[src/vsp_pkg.sv]
// version string packer: shared types, constants and a helper function
// no dependencies; imported by every module of the packer
`default_nettype none

package vsp_pkg;

    // fixed widths of the item fields
    localparam int CHAR_W = 16;
    localparam int WORD_W = 32;

    // default parameter values
    localparam int CHAR_BITS_DEFAULT   = 16;
    localparam int QUEUE_DEPTH_DEFAULT = 2;

    // tag base bytes: tag shift plus 128
    localparam logic [7:0] TAG_A     = 8'h20;
    localparam logic [7:0] TAG_B     = 8'h40;
    localparam logic [7:0] TAG_R     = 8'h60;
    localparam logic [7:0] TAG_P     = 8'hA0;
    localparam logic [7:0] TAG_OTHER = 8'h00;
    localparam logic [7:0] TAG_DIGIT = 8'h80;

    // filler byte for an absent component
    localparam logic [7:0] ABSENT_BYTE = 8'h80;

    // character codes
    localparam logic [CHAR_W-1:0] CH_ZERO  = 16'h0030;
    localparam logic [CHAR_W-1:0] CH_NINE  = 16'h0039;
    localparam logic [CHAR_W-1:0] CH_DOT   = 16'h002E;
    localparam logic [CHAR_W-1:0] CH_DASH  = 16'h002D;
    localparam logic [CHAR_W-1:0] CH_UNDER = 16'h005F;
    localparam logic [CHAR_W-1:0] CH_PLUS  = 16'h002B;
    localparam logic [CHAR_W-1:0] CH_LC_A  = 16'h0061;
    localparam logic [CHAR_W-1:0] CH_LC_B  = 16'h0062;
    localparam logic [CHAR_W-1:0] CH_LC_R  = 16'h0072;
    localparam logic [CHAR_W-1:0] CH_UC_R  = 16'h0052;
    localparam logic [CHAR_W-1:0] CH_LC_P  = 16'h0070;

    // number of components in the packed word
    localparam int NUM_COMP = 4;

    // input transfer payload
    typedef struct packed {
        logic [CHAR_W-1:0] char_code;
        logic              last;
        logic              cmd;
    } vsp_in_t;

    // output transfer payload
    typedef struct packed {
        logic [WORD_W-1:0]        version_word;
        logic signed [WORD_W-1:0] difference;
        logic                     compare_valid;
    } vsp_out_t;

    // classified character, as queued between front and back
    typedef struct packed {
        logic       has_char;
        logic       is_end;
        logic       is_digit;
        logic       is_sep;
        logic [3:0] digit;
        logic [7:0] tag_base;
        logic       cmd;
    } vsp_item_t;

    // parser phase, one-hot
    typedef enum logic [4:0] {
        PH_START  = 5'b00001,
        PH_SKIP   = 5'b00010,
        PH_DIGITS = 5'b00100,
        PH_SEPS   = 5'b01000,
        PH_DONE   = 5'b10000
    } vsp_phase_t;

    // or a component byte (up to nine bits) into its slot of the word
    function automatic logic [WORD_W-1:0] vsp_merge(
        input logic [WORD_W-1:0] acc,
        input logic [1:0]        idx,
        input logic [8:0]        comp_byte
    );
        logic [4:0] sh;
        sh = 5'd24 - {idx, 3'b000};
        return acc | (WORD_W'(comp_byte) << sh);
    endfunction

endpackage

`default_nettype wire

[src/vsp_front.sv]
// version string packer front end: input handshake and character classification
// depends on vsp_pkg
`default_nettype none

module vsp_front #(
    parameter int CHAR_BITS = vsp_pkg::CHAR_BITS_DEFAULT
) (
    input  wire logic            in_valid,
    output logic                 in_ready,
    input  wire vsp_pkg::vsp_in_t in_data,
    input  wire logic            queue_full,
    output logic                 push,
    output vsp_pkg::vsp_item_t   item
);
    import vsp_pkg::*;

    localparam int USE_BITS = (CHAR_BITS < CHAR_W) ? CHAR_BITS : CHAR_W;

    logic [CHAR_W-1:0] c;
    logic              digit_c;

    // keep only the character bits in use
    always_comb
    begin
        for (int i = 0; i < CHAR_W; i++)
        begin
            c[i] = (i < USE_BITS) ? in_data.char_code[i] : 1'b0;
        end
    end

    // accept whenever the queue has room
    assign in_ready = !queue_full;
    assign push     = in_valid && !queue_full;

    assign digit_c = (c >= CH_ZERO) && (c <= CH_NINE);

    // classification
    always_comb
    begin
        item.has_char = (c != '0);
        item.is_end   = (c == '0) || in_data.last;
        item.is_digit = digit_c;
        item.is_sep   = (c == CH_DOT) || (c == CH_DASH) || (c == CH_UNDER) || (c == CH_PLUS);
        item.digit    = c[3:0];
        item.cmd      = in_data.cmd;
        priority if (digit_c)
            item.tag_base = TAG_DIGIT;
        else if (c == CH_LC_A)
            item.tag_base = TAG_A;
        else if (c == CH_LC_B)
            item.tag_base = TAG_B;
        else if ((c == CH_LC_R) || (c == CH_UC_R))
            item.tag_base = TAG_R;
        else if (c == CH_LC_P)
            item.tag_base = TAG_P;
        else
            item.tag_base = TAG_OTHER;
    end

endmodule

`default_nettype wire

[src/vsp_queue.sv]
// version string packer: short queue of classified characters
// depends on vsp_pkg; depth must be a power of two, at least two
`default_nettype none

module vsp_queue #(
    parameter int DEPTH = vsp_pkg::QUEUE_DEPTH_DEFAULT
) (
    input  wire logic               clk,
    input  wire logic               rst_n,
    input  wire logic               push,
    input  wire vsp_pkg::vsp_item_t push_item,
    input  wire logic               pop,
    output logic                    full,
    output logic                    not_empty,
    output vsp_pkg::vsp_item_t      head
);
    import vsp_pkg::*;

    localparam int PTR_W = $clog2(DEPTH);
    localparam int CNT_W = $clog2(DEPTH + 1);

    vsp_item_t          entry_reg [DEPTH];
    logic [PTR_W-1:0]   wr_ptr_reg, wr_ptr_next;
    logic [PTR_W-1:0]   rd_ptr_reg, rd_ptr_next;
    logic [CNT_W-1:0]   count_reg, count_next;

    assign full      = (count_reg == CNT_W'(DEPTH));
    assign not_empty = (count_reg != '0);
    assign head      = entry_reg[rd_ptr_reg];

    // pointer and fill count update
    always_comb
    begin
        wr_ptr_next = push ? wr_ptr_reg + 1'b1 : wr_ptr_reg;
        rd_ptr_next = pop ? rd_ptr_reg + 1'b1 : rd_ptr_reg;
        count_next  = count_reg;
        if (push && !pop)
            count_next = count_reg + 1'b1;
        else if (pop && !push)
            count_next = count_reg - 1'b1;
    end

    always_ff @(posedge clk or negedge rst_n)
    begin
        if (!rst_n)
        begin
            wr_ptr_reg <= '0;
            rd_ptr_reg <= '0;
            count_reg  <= '0;
        end
        else
        begin
            wr_ptr_reg <= wr_ptr_next;
            rd_ptr_reg <= rd_ptr_next;
            count_reg  <= count_next;
        end
    end

    // entry storage
    always_ff @(posedge clk)
    begin
        if (push)
            entry_reg[wr_ptr_reg] <= push_item;
    end

    // checks
    a_no_overflow: assert property (@(posedge clk) disable iff (!rst_n)
        count_reg <= CNT_W'(DEPTH))
        else $error("queue count beyond depth");

    a_no_underflow: assert property (@(posedge clk) disable iff (!rst_n)
        pop |-> not_empty)
        else $error("queue popped while empty");

endmodule

`default_nettype wire

[src/vsp_back.sv]
// version string packer back end: component parser, word packing, compare and output register
// depends on vsp_pkg
`default_nettype none

module vsp_back (
    input  wire logic               clk,
    input  wire logic               rst_n,
    input  wire logic               item_valid,
    input  wire vsp_pkg::vsp_item_t item,
    output logic                    pop,
    output logic                    out_valid,
    input  wire logic               out_ready,
    output vsp_pkg::vsp_out_t       out_data
);
    import vsp_pkg::*;

    vsp_phase_t        phase_reg, phase_next;
    logic [2:0]        idx_reg, idx_next;
    logic [7:0]        base_reg, base_next;
    logic [6:0]        pv_reg, pv_next;
    logic [1:0]        dc_reg, dc_next;
    logic [WORD_W-1:0] acc_reg, acc_next;
    logic [WORD_W-1:0] stored_reg, stored_next;
    logic              out_valid_reg, out_valid_next;
    vsp_out_t          out_reg, out_next;

    logic              out_free;
    logic              reopen;
    logic [WORD_W-1:0] word;

    // an ending item needs room in the output register
    assign out_free = !out_valid_reg || out_ready;
    assign pop      = item_valid && (!item.is_end || out_free);

    always_comb
    begin
        phase_next     = phase_reg;
        idx_next       = idx_reg;
        base_next      = base_reg;
        pv_next        = pv_reg;
        dc_next        = dc_reg;
        acc_next       = acc_reg;
        stored_next    = stored_reg;
        out_valid_next = out_valid_reg && !out_ready;
        out_next       = out_reg;
        reopen         = 1'b0;
        word           = '0;

        if (pop)
        begin
            // step the parser with this character
            if (item.has_char)
            begin
                unique case (phase_reg)
                    PH_START:
                    begin
                        reopen = 1'b1;
                    end
                    PH_SKIP:
                    begin
                        if (item.is_digit)
                        begin
                            pv_next    = 7'(item.digit);
                            dc_next    = 2'd1;
                            phase_next = PH_DIGITS;
                        end
                    end
                    PH_DIGITS:
                    begin
                        if (item.is_digit && (dc_reg != 2'd2))
                        begin
                            pv_next = 7'(pv_reg * 7'd10) + 7'(item.digit);
                            dc_next = 2'd2;
                        end
                        else if (item.is_sep)
                            phase_next = PH_SEPS;
                        else
                        begin
                            acc_next   = vsp_merge(acc_reg, idx_reg[1:0],
                                                   9'(base_reg) + 9'(pv_reg));
                            idx_next   = idx_reg + 3'd1;
                            phase_next = (idx_reg == 3'(NUM_COMP - 1)) ? PH_DONE : PH_START;
                            reopen     = (idx_reg != 3'(NUM_COMP - 1));
                        end
                    end
                    PH_SEPS:
                    begin
                        if (!item.is_sep)
                        begin
                            acc_next   = vsp_merge(acc_reg, idx_reg[1:0],
                                                   9'(base_reg) + 9'(pv_reg));
                            idx_next   = idx_reg + 3'd1;
                            phase_next = (idx_reg == 3'(NUM_COMP - 1)) ? PH_DONE : PH_START;
                            reopen     = (idx_reg != 3'(NUM_COMP - 1));
                        end
                    end
                    PH_DONE:
                    begin
                    end
                    default:
                    begin
                    end
                endcase

                // open a new component on this character
                if (reopen)
                begin
                    base_next = item.tag_base;
                    if (item.is_digit)
                    begin
                        pv_next    = 7'(item.digit);
                        dc_next    = 2'd1;
                        phase_next = PH_DIGITS;
                    end
                    else
                    begin
                        pv_next    = '0;
                        dc_next    = 2'd0;
                        phase_next = PH_SKIP;
                    end
                end
            end

            // end of string: close, fill absent components, emit
            if (item.is_end)
            begin
                if ((phase_next == PH_SKIP) || (phase_next == PH_DIGITS) ||
                    (phase_next == PH_SEPS))
                begin
                    acc_next = vsp_merge(acc_next, idx_next[1:0],
                                         9'(base_next) + 9'(pv_next));
                    idx_next = idx_next + 3'd1;
                end
                for (int i = 0; i < NUM_COMP; i++)
                begin
                    if (3'(i) >= idx_next)
                        acc_next = vsp_merge(acc_next, 2'(i), 9'(ABSENT_BYTE));
                end
                word = acc_next;

                out_valid_next       = 1'b1;
                out_next.version_word = word;
                if (item.cmd)
                begin
                    out_next.difference    = $signed(stored_reg - word);
                    out_next.compare_valid = 1'b1;
                end
                else
                begin
                    out_next.difference    = '0;
                    out_next.compare_valid = 1'b0;
                    stored_next            = word;
                end

                phase_next = PH_START;
                idx_next   = '0;
                base_next  = '0;
                pv_next    = '0;
                dc_next    = '0;
                acc_next   = '0;
            end
        end
    end

    always_ff @(posedge clk or negedge rst_n)
    begin
        if (!rst_n)
        begin
            phase_reg     <= PH_START;
            idx_reg       <= '0;
            base_reg      <= '0;
            pv_reg        <= '0;
            dc_reg        <= '0;
            acc_reg       <= '0;
            stored_reg    <= '0;
            out_valid_reg <= 1'b0;
        end
        else
        begin
            phase_reg     <= phase_next;
            idx_reg       <= idx_next;
            base_reg      <= base_next;
            pv_reg        <= pv_next;
            dc_reg        <= dc_next;
            acc_reg       <= acc_next;
            stored_reg    <= stored_next;
            out_valid_reg <= out_valid_next;
        end
    end

    // result payload
    always_ff @(posedge clk)
    begin
        out_reg <= out_next;
    end

    assign out_valid = out_valid_reg;
    assign out_data  = out_reg;

    // checks
    a_end_clears: assert property (@(posedge clk) disable iff (!rst_n)
        (pop && item.is_end) |=> (phase_reg == PH_START) && (idx_reg == '0) && (acc_reg == '0))
        else $error("parser not cleared after string end");

    a_idx_range: assert property (@(posedge clk) disable iff (!rst_n)
        (idx_reg <= 3'(NUM_COMP)) && ((idx_reg == 3'(NUM_COMP)) == (phase_reg == PH_DONE)))
        else $error("component index out of step with phase");

    a_plain_store: assert property (@(posedge clk) disable iff (!rst_n)
        (out_valid_reg && !out_reg.compare_valid) |-> (out_reg.difference == '0))
        else $error("difference set on a store result");

endmodule

`default_nettype wire

[src/version_string_packer.sv]
// Version string packer: takes one character per transfer and returns the packed
// four-component version word and, for a string with cmd set, its difference from the
// word stored by the last string without cmd. One character is accepted every clock cycle
// while the queue is not full. A string's result passes through the classification queue
// entry and then the output register after the transfer that ends it (a terminator or last).
// While a result waits in the output register, characters that do not end a string keep
// draining; a string end waits in the queue, and once the short queue between the classifier
// and the parser is full the input stalls. No clearing pass after reset.
// depends on vsp_pkg, vsp_front, vsp_queue, vsp_back
`default_nettype none

module version_string_packer #(
    parameter int CHAR_BITS   = vsp_pkg::CHAR_BITS_DEFAULT,
    parameter int QUEUE_DEPTH = vsp_pkg::QUEUE_DEPTH_DEFAULT
) (
    input  wire logic             clk,
    input  wire logic             rst_n,
    input  wire logic             in_valid,
    output logic                  in_ready,
    input  wire vsp_pkg::vsp_in_t in_data,
    output logic                  out_valid,
    input  wire logic             out_ready,
    output vsp_pkg::vsp_out_t     out_data
);
    import vsp_pkg::*;

    logic      push;
    logic      pop;
    logic      queue_full;
    logic      queue_not_empty;
    vsp_item_t front_item;
    vsp_item_t head_item;

    // classify incoming characters
    vsp_front #(
        .CHAR_BITS (CHAR_BITS)
    ) u_front (
        .in_valid   (in_valid),
        .in_ready   (in_ready),
        .in_data    (in_data),
        .queue_full (queue_full),
        .push       (push),
        .item       (front_item)
    );

    // decoupling queue
    vsp_queue #(
        .DEPTH (QUEUE_DEPTH)
    ) u_queue (
        .clk       (clk),
        .rst_n     (rst_n),
        .push      (push),
        .push_item (front_item),
        .pop       (pop),
        .full      (queue_full),
        .not_empty (queue_not_empty),
        .head      (head_item)
    );

    // parse, pack and compare
    vsp_back u_back (
        .clk        (clk),
        .rst_n      (rst_n),
        .item_valid (queue_not_empty),
        .item       (head_item),
        .pop        (pop),
        .out_valid  (out_valid),
        .out_ready  (out_ready),
        .out_data   (out_data)
    );

endmodule

`default_nettype wire
[config.mk]
export PLATFORM = sky130hd
export DESIGN_NAME = version_string_packer
export DESIGN_NICKNAME = d
export VERILOG_FILES = /design/src/vsp_pkg.sv /design/src/vsp_front.sv /design/src/vsp_queue.sv /design/src/vsp_back.sv /design/src/version_string_packer.sv
export SDC_FILE = /design/constraint.sdc
export NUM_CORES = 1
export LEC_CHECK = 0
export BUFFER_PORTS_ARGS = -buffer_cell sky130_fd_sc_hd__buf_2
export CAP_MARGIN = 20
export CORE_MARGIN = 2
export CORE_UTILIZATION = 60
export CTS_CLUSTER_DIAMETER = 200
export DETAILED_ROUTE_END_ITERATION = 10
export MAX_ROUTING_LAYER = met4
export PLACE_DENSITY_LB_ADDON = 0.3
export SYNTH_ARGS = -nofsm -noshare
export SYNTH_HDL_FRONTEND = slang
export SYNTH_SLANG_ARGS = --single-unit
export TNS_END_PERCENT = 5
[constraint.sdc]
create_clock -name clk -period 7.8 [get_ports clk]
set_input_delay 1.17 -clock clk [delete_from_list [all_inputs] [get_ports clk]]
set_output_delay 1.17 -clock clk [all_outputs]
set_load 0.005 [all_outputs]
==> results.sh, run 1 <==
export IMPL_antenna_found_initial=1
export IMPL_syn_avg_cell_area_um2=10.21
export IMPL_rr_startpoint="u_back.idx_reg[1]"
export IMPL_slew_viol_final=0
export IMPL_syn_inst=994
export IMPL_worstReg2RegEnd="u_back.out_data[31]"
export IMPL_power_frac_seq=0.327
export IMPL_synth_edf_count=89
export IMPL_min_period_ns=6.973
export IMPL_io_buffers=88
export IMPL_ys_ff_latch=183
export IMPL_ant_nets=0
export IMPL_hp_start="u_queue.wr_ptr_reg"
export IMPL_p_sw_mw=1.945
export IMPL_period_share=0.8939
export IMPL_wire_per_inst_um=18.56
export IMPL_cts_made_buffers=17
export IMPL_fmax_ghz=0.1434
export IMPL_cts_sinks=183
export IMPL_globalRouteOverflowTotal=0
export IMPL_largest_reg_flops=65
export IMPL_holdPathEnd="u_queue.wr_ptr_reg"
export IMPL_rsz0062_at_grt="false"
export IMPL_wl_mm=24.62
export IMPL_worst_endpoint_arrival_ns=7.14
export IMPL_start_util=0.6120
export IMPL_power_clock_fraction=0.182
export IMPL_synth_cell_types=72
export IMPL_final_common_cell="nor2_1"
export IMPL_finalWeightedCongestion=0.9528
export IMPL_p_per_area_nw_per_um2=415.2
export IMPL_hold_violations=0
export IMPL_post_cts_resized=0
export IMPL_drt_iter0_markers=674
export IMPL_reg2reg_slack_ns=0.83
export IMPL_fillers=1293
export IMPL_end_kind="flop"
export IMPL_final_nets=1175
export IMPL_viasPerCell=6.084
export IMPL_die_x_um=134.1
export IMPL_critPathMaxFanout=8
export IMPL_h_tree_depth=4
export IMPL_mostFrequentLayoutCells="nor2_1 (131), a21oi_1 (97), dfrtp_1 (93)"
export IMPL_finClkSkew_ns=0.007146
export IMPL_worstRegToRegCells=30
export IMPL_peakVddDrop_mv=0.2139
export IMPL_cap_violations=0
export IMPL_firstDrtPassIters=5
export IMPL_cts_buffer_depth=2
export IMPL_synth_fp_nets=1077
export IMPL_intPower_mw=2.838
export IMPL_route_detailed_drc=0
export IMPL_insertion_delay_ns=0.43
export IMPL_ys_seq_area_frac=0.4952
export IMPL_dp_hpwl_mm=17.59
export IMPL_grt_use_total=0.2914
export IMPL_worstSetupStartpointType="flop"
export IMPL_crit_family="compound AO/OA/AOI/OAI gates"
export IMPL_clk_pin_slew_worst_paths_ns=0.07
export IMPL_relSlewSlack=0.3399
export IMPL_drive_above_1_share=0.1484
export IMPL_critPathBufInv=3
export IMPL_worst_pin_slew_ns=0.9831
export IMPL_p_leak_nw=5.131
export IMPL_worstHoldPathCells=1
export IMPL_p_comb_frac=0.491
export IMPL_grt_first_pass_wirelength_mm=39.54
export IMPL_crit_type="reg2reg"
export IMPL_cpPeakStageDelay_ns=0.49
export IMPL_final_cells=1326
export IMPL_hold_buffers=0
export IMPL_syn_area_um2=10150
export IMPL_yosysWarnings=0
export IMPL_required_ns=7.97
export IMPL_critical_path_slowest_cell="a211oi_1"
export IMPL_root_buffer="clkbuf_16"
export IMPL_area_delta_synth_final_pct=13.47
export IMPL_num_rows=47
export IMPL_die_h_um=134.1
export IMPL_setup_viol=0
export IMPL_die_area_um2=17970
export IMPL_grt_max_degree=62
export IMPL_first_global_vias=7691
export IMPL_dr_total_vias=8068
export IMPL_synthArstFlopShare=0.5137
export IMPL_swShare=0.4066
export IMPL_core_area_um2=16580
export IMPL_place_inst=1293
export IMPL_ioPinCount=89
export IMPL_synth_ff_type="dfrtp_1"
export IMPL_fin_setup_tns_ns=0
export IMPL_post_cts_buffers=0
export IMPL_outcome="complete, no violations"
export IMPL_hp_class="reg2reg"
export IMPL_cts_tree="done"
[logic make-up (layout without fill, tap and decap cells)]
kind of cell,Yosys count,count (layout),share of synthesized area
and+or+nand+nor,305,305,0.1415
adders and majority gates,61,61,0.07890
muxes,23,23,0.02515
AOI/OAI and AO/OA,280,280,0.1815
xor gates and xnor gates,47,47,0.04130
other,0,1,0
DFF,183,183,0.4952
buffers and inverters,95,206,0.03649
[worst reg2reg max path, delay by kind of cell (launching register included)]
| family | cells | cell delay [ns] |
|---|---|---|
| buf+inv | 3 | 0.30 |
| xor+xnor | 2 | 0.32 |
| flops | 1 | 0.46 |
| fa+ha+maj | 4 | 1.12 |
| compound gates | 14 | 3.75 |
| simple gates | 7 | 0.76 |
[metal layers]
metal	share of wire	up-vias	GRT usage
met1	0.44	3920	0.3803
met5	0	-	-
met4	0.022	0	0.1012
met2	0.48	279	0.4630
met3	0.059	51	0.05404
li1	-	3818	-
[worst max path at each step]
stage / from / endpoint / cells after the start
6_report: u_back.idx_reg[1] / u_back.out_data[31] / 30
3_5_place_dp: u_back.idx_reg[1] / u_back.out_data[25] / 28
5_1_grt: u_back.idx_reg[1] / u_back.out_data[29] / 29
4_1_cts: u_back.idx_reg[1] / u_back.out_data[29] / 29
3_3_place_gp: u_back.idx_reg[1] / u_back.out_data[30] / 27
2_1_floorplan: u_queue.rd_ptr_reg / u_back.out_data[28] / 26
[Yosys cell counts (8+ instances only)]
library cell | count | area (µm²)
o21ai_0 | 50 | 250.2
a21oi_1 | 97 | 485.5
xor2_1 | 14 | 122.6
ha_1 | 56 | 700.7
nor3_1 | 23 | 115.1
and2_1 | 16 | 100.1
a21o_1 | 16 | 120.1
inv_1 | 68 | 255.2
dfrtp_1 | 93 | 2327
nand2b_1 | 17 | 106.4
mux2i_1 | 9 | 90.09
nand2_1 | 55 | 206.5
xnor2_1 | 32 | 280.3
nor2b_1 | 9 | 56.30
o21bai_1 | 8 | 60.06
clkbuf_1 | 20 | 75.07
nor2_1 | 132 | 495.5
edfxtp_1 | 89 | 2673
mux2_2 | 12 | 135.1
a221oi_1 | 25 | 219.0
a22o_1 | 12 | 105.1
nand3_1 | 15 | 75.07
[cell type report]
class | instances | area (µm²) | share of cell area
sequential | 183 | 5026 | 0.4364
multi-input combinational | 716 | 4778 | 0.4149
timing repair buffer | 106 | 578.1 | 0.05019
clock buffer | 28 | 549.3 | 0.04769
tap | 220 | 275.3 | 0.02390
inverter | 68 | 255.2 | 0.02216
clock inverter | 4 | 52.55 | 0.004563
antenna | 1 | 2.502 | 0.0002173
[stage by stage]
stage	instance area, µm²	worst slack [ns]	power [mW]	utilization	hold WS (ns)
global placement	10910	1.274	3.810	0.6581	0.4625
global route	11520	0.2604	5.101	0.6945	0.5222
finish	11520	0.8274	4.782	0.6945	0.4984
CTS	11510	0.9845	4.767	0.6944	0.4981
floorplan	10150	1.847	3.181	-	0.4408
detailed placement	10910	1.040	3.876	0.6581	0.4669
[power groups by stage]
stage               registers [mW]  clock network, mW  logic [mW]
floorplan                     1.58                  0        1.61
CTS                           1.57              0.883        2.32
global placement              1.57                  0        2.24
global route                  1.60              0.916        2.59
finish                        1.56              0.872        2.35
detailed placement            1.58                  0        2.30
No activity file was read; power rests on OpenSTA's default activity.
==> run 2, diff against run 1 <==
- CORE_ASPECT_RATIO: default -> 1.4
==> results.sh, run 2 (synthesized netlist as in run 1, its figures left out) <==
export IMPL_outcome="complete, no violations"
export IMPL_post_route_cell_area_um2=11510
export IMPL_critPathMaxFanout=11
export IMPL_start_util=0.6086
export IMPL_drive_above_1_share=0.1507
export IMPL_antennaDiodeCount=0
export IMPL_placed_area_um2=10900
export IMPL_route_detailed_drc=0
export IMPL_cts_tree="done"
export IMPL_post_cts_resized=0
export IMPL_final_nets=1178
export IMPL_dr_total_vias=8051
export IMPL_wl_mm=23.75
export IMPL_fillers=1304
export IMPL_worst_endpoint_arrival_ns=7.48
export IMPL_relSlewSlack=0.3613
export IMPL_finalWeightedCongestion=0.9778
export IMPL_min_period_ns=7.308
export IMPL_worstRegToRegCells=30
export IMPL_insertion_delay_ns=0.43
export IMPL_drt_iter0_markers=512
export IMPL_end_kind="flop"
export IMPL_largest_reg_flops=65
export IMPL_die_h_um=157.9
export IMPL_area_delta_synth_final_pct=13.41
export IMPL_first_global_vias=7852
export IMPL_peakVddDrop_mv=0.2139
export IMPL_final_common_cell="nor2_1"
export IMPL_die_x_um=113.9
export IMPL_viasPerCell=6.141
export IMPL_firstDrtPassIters=6
export IMPL_die_area_um2=17990
export IMPL_dp_hpwl_mm=17.43
export IMPL_slew_viol_final=0
export IMPL_core_area_um2=16680
export IMPL_crit_type="reg2reg"
export IMPL_ant_nets=0
export IMPL_hp_class="reg2reg"
export IMPL_hold_slack_ns=0.4945
export IMPL_cts_made_buffers=17
export IMPL_crit_top_cell="o21ai_0"
export IMPL_fmax_ghz=0.1368
export IMPL_root_buffer="clkbuf_16"
export IMPL_fin_setup_tns_ns=0
export IMPL_hold_buffers=0
export IMPL_post_cts_buffers=0
export IMPL_globalRouteOverflowTotal=0
export IMPL_finClkSkew_ns=0.008848
export IMPL_grt_max_degree=97
export IMPL_grt_use_total=0.2804
export IMPL_p_leak_nw=5.140
export IMPL_cpPeakStageDelay_ns=0.58
export IMPL_mostFrequentLayoutCells="nor2_1 (131), a21oi_1 (97), dfrtp_1 (93)"
export IMPL_clk_pin_slew_worst_paths_ns=0.06
export IMPL_cap_violations=0
export IMPL_num_rows=56
export IMPL_cts_buffer_depth=2
export IMPL_required_ns=7.98
export IMPL_p_per_area_nw_per_um2=411.9
export IMPL_worstSetupStartpointType="flop"
export IMPL_fin_util=0.6903
export IMPL_ioPinCount=89
export IMPL_grt_first_pass_wirelength_mm=38.07
export IMPL_worst_pin_slew_ns=0.9545
export IMPL_h_tree_depth=4
export IMPL_setup_viol=0
export IMPL_hold_violations=0
export IMPL_cts_sinks=183
export IMPL_io_buffers=88
export IMPL_critical_path_slowest_cell="o21ai_0"
export IMPL_wire_per_inst_um=18.12
export IMPL_rsz0062_at_grt="false"
export IMPL_period_share=0.9369
export IMPL_antenna_found_initial=0
export IMPL_worstHoldPathCells=2
==> run 2: cell count changes in the layout (fill, tap and decap cells not counted), sizes merged <==
cell	change
buf	+3
bufinv	+1
clkbuf	-4
clkinv	+3
diode	-1
==> run 2: layout make-up <==
class / count / area (µm²) / area share
clock buffer: 24 / 471.7 / 0.04098
clock inverter: 8 / 100.1 / 0.008696
inverter: 68 / 255.2 / 0.02217
multi-input combinational: 716 / 4778 / 0.4151
sequential: 183 / 5026 / 0.4366
tap: 203 / 254.0 / 0.02207
timing repair buffer: 109 / 625.6 / 0.05435
==> run 2: metrics by stage <==
step	setup slack, ns	instances	power, mW
final	0.4925	1311	4.741
after global routing	0.05491	1311	5.052
after CTS	0.5206	1309	4.723
after detailed placement	0.5495	1277	3.866
after global placement	0.8348	1277	3.811
after floorplan	1.847	994	3.181
==> run 2: path summary, 6_finish.rpt <==
kind	start	end	slack (ns)
worst max-delay path	u_back.idx_reg[0]	u_back.out_data[32]	0.49
worst min-delay path	u_back.acc_reg[23]	u_back.acc_reg[23]	0.49
worst max register to register	u_back.idx_reg[0]	u_back.out_data[32]	0.49
worst min register to register	u_back.acc_reg[23]	u_back.acc_reg[23]	0.49
max in group asynchronous	rst_n	u_back.stored_reg[0]	5.91
min in group asynchronous	rst_n	u_back.stored_reg[20]	0.68
==> run 2: layer usage <==
layer | vias up | part of all wire | track usage
met2 | 270 | 0.53 | 0.4969
met1 | 3872 | 0.37 | 0.2934
li1 | 3823 | - | -
met5 | - | 0 | -
met4 | 0 | 0.057 | 0.1667
met3 | 86 | 0.047 | 0.04364
==> run 2: worst max-delay path: cells and delay by family, from the launching register on <==
family	cells	cell delay, ns
AO/OA/AOI/OAI	16	3.63
flip-flops	1	0.52
AND/OR/NAND/NOR	7	1.30
adder cells (fa/ha/maj)	5	1.48
buffers and inverters	2	0.13
==> run 2: power by group <==
| group | switching (mW) | total (mW) | internal (mW) |
|---|---|---|---|
| logic | 1.41 | 2.34 | 0.931 |
| clock network | 0.351 | 0.840 | 0.489 |
| registers | 0.146 | 1.56 | 1.42 |
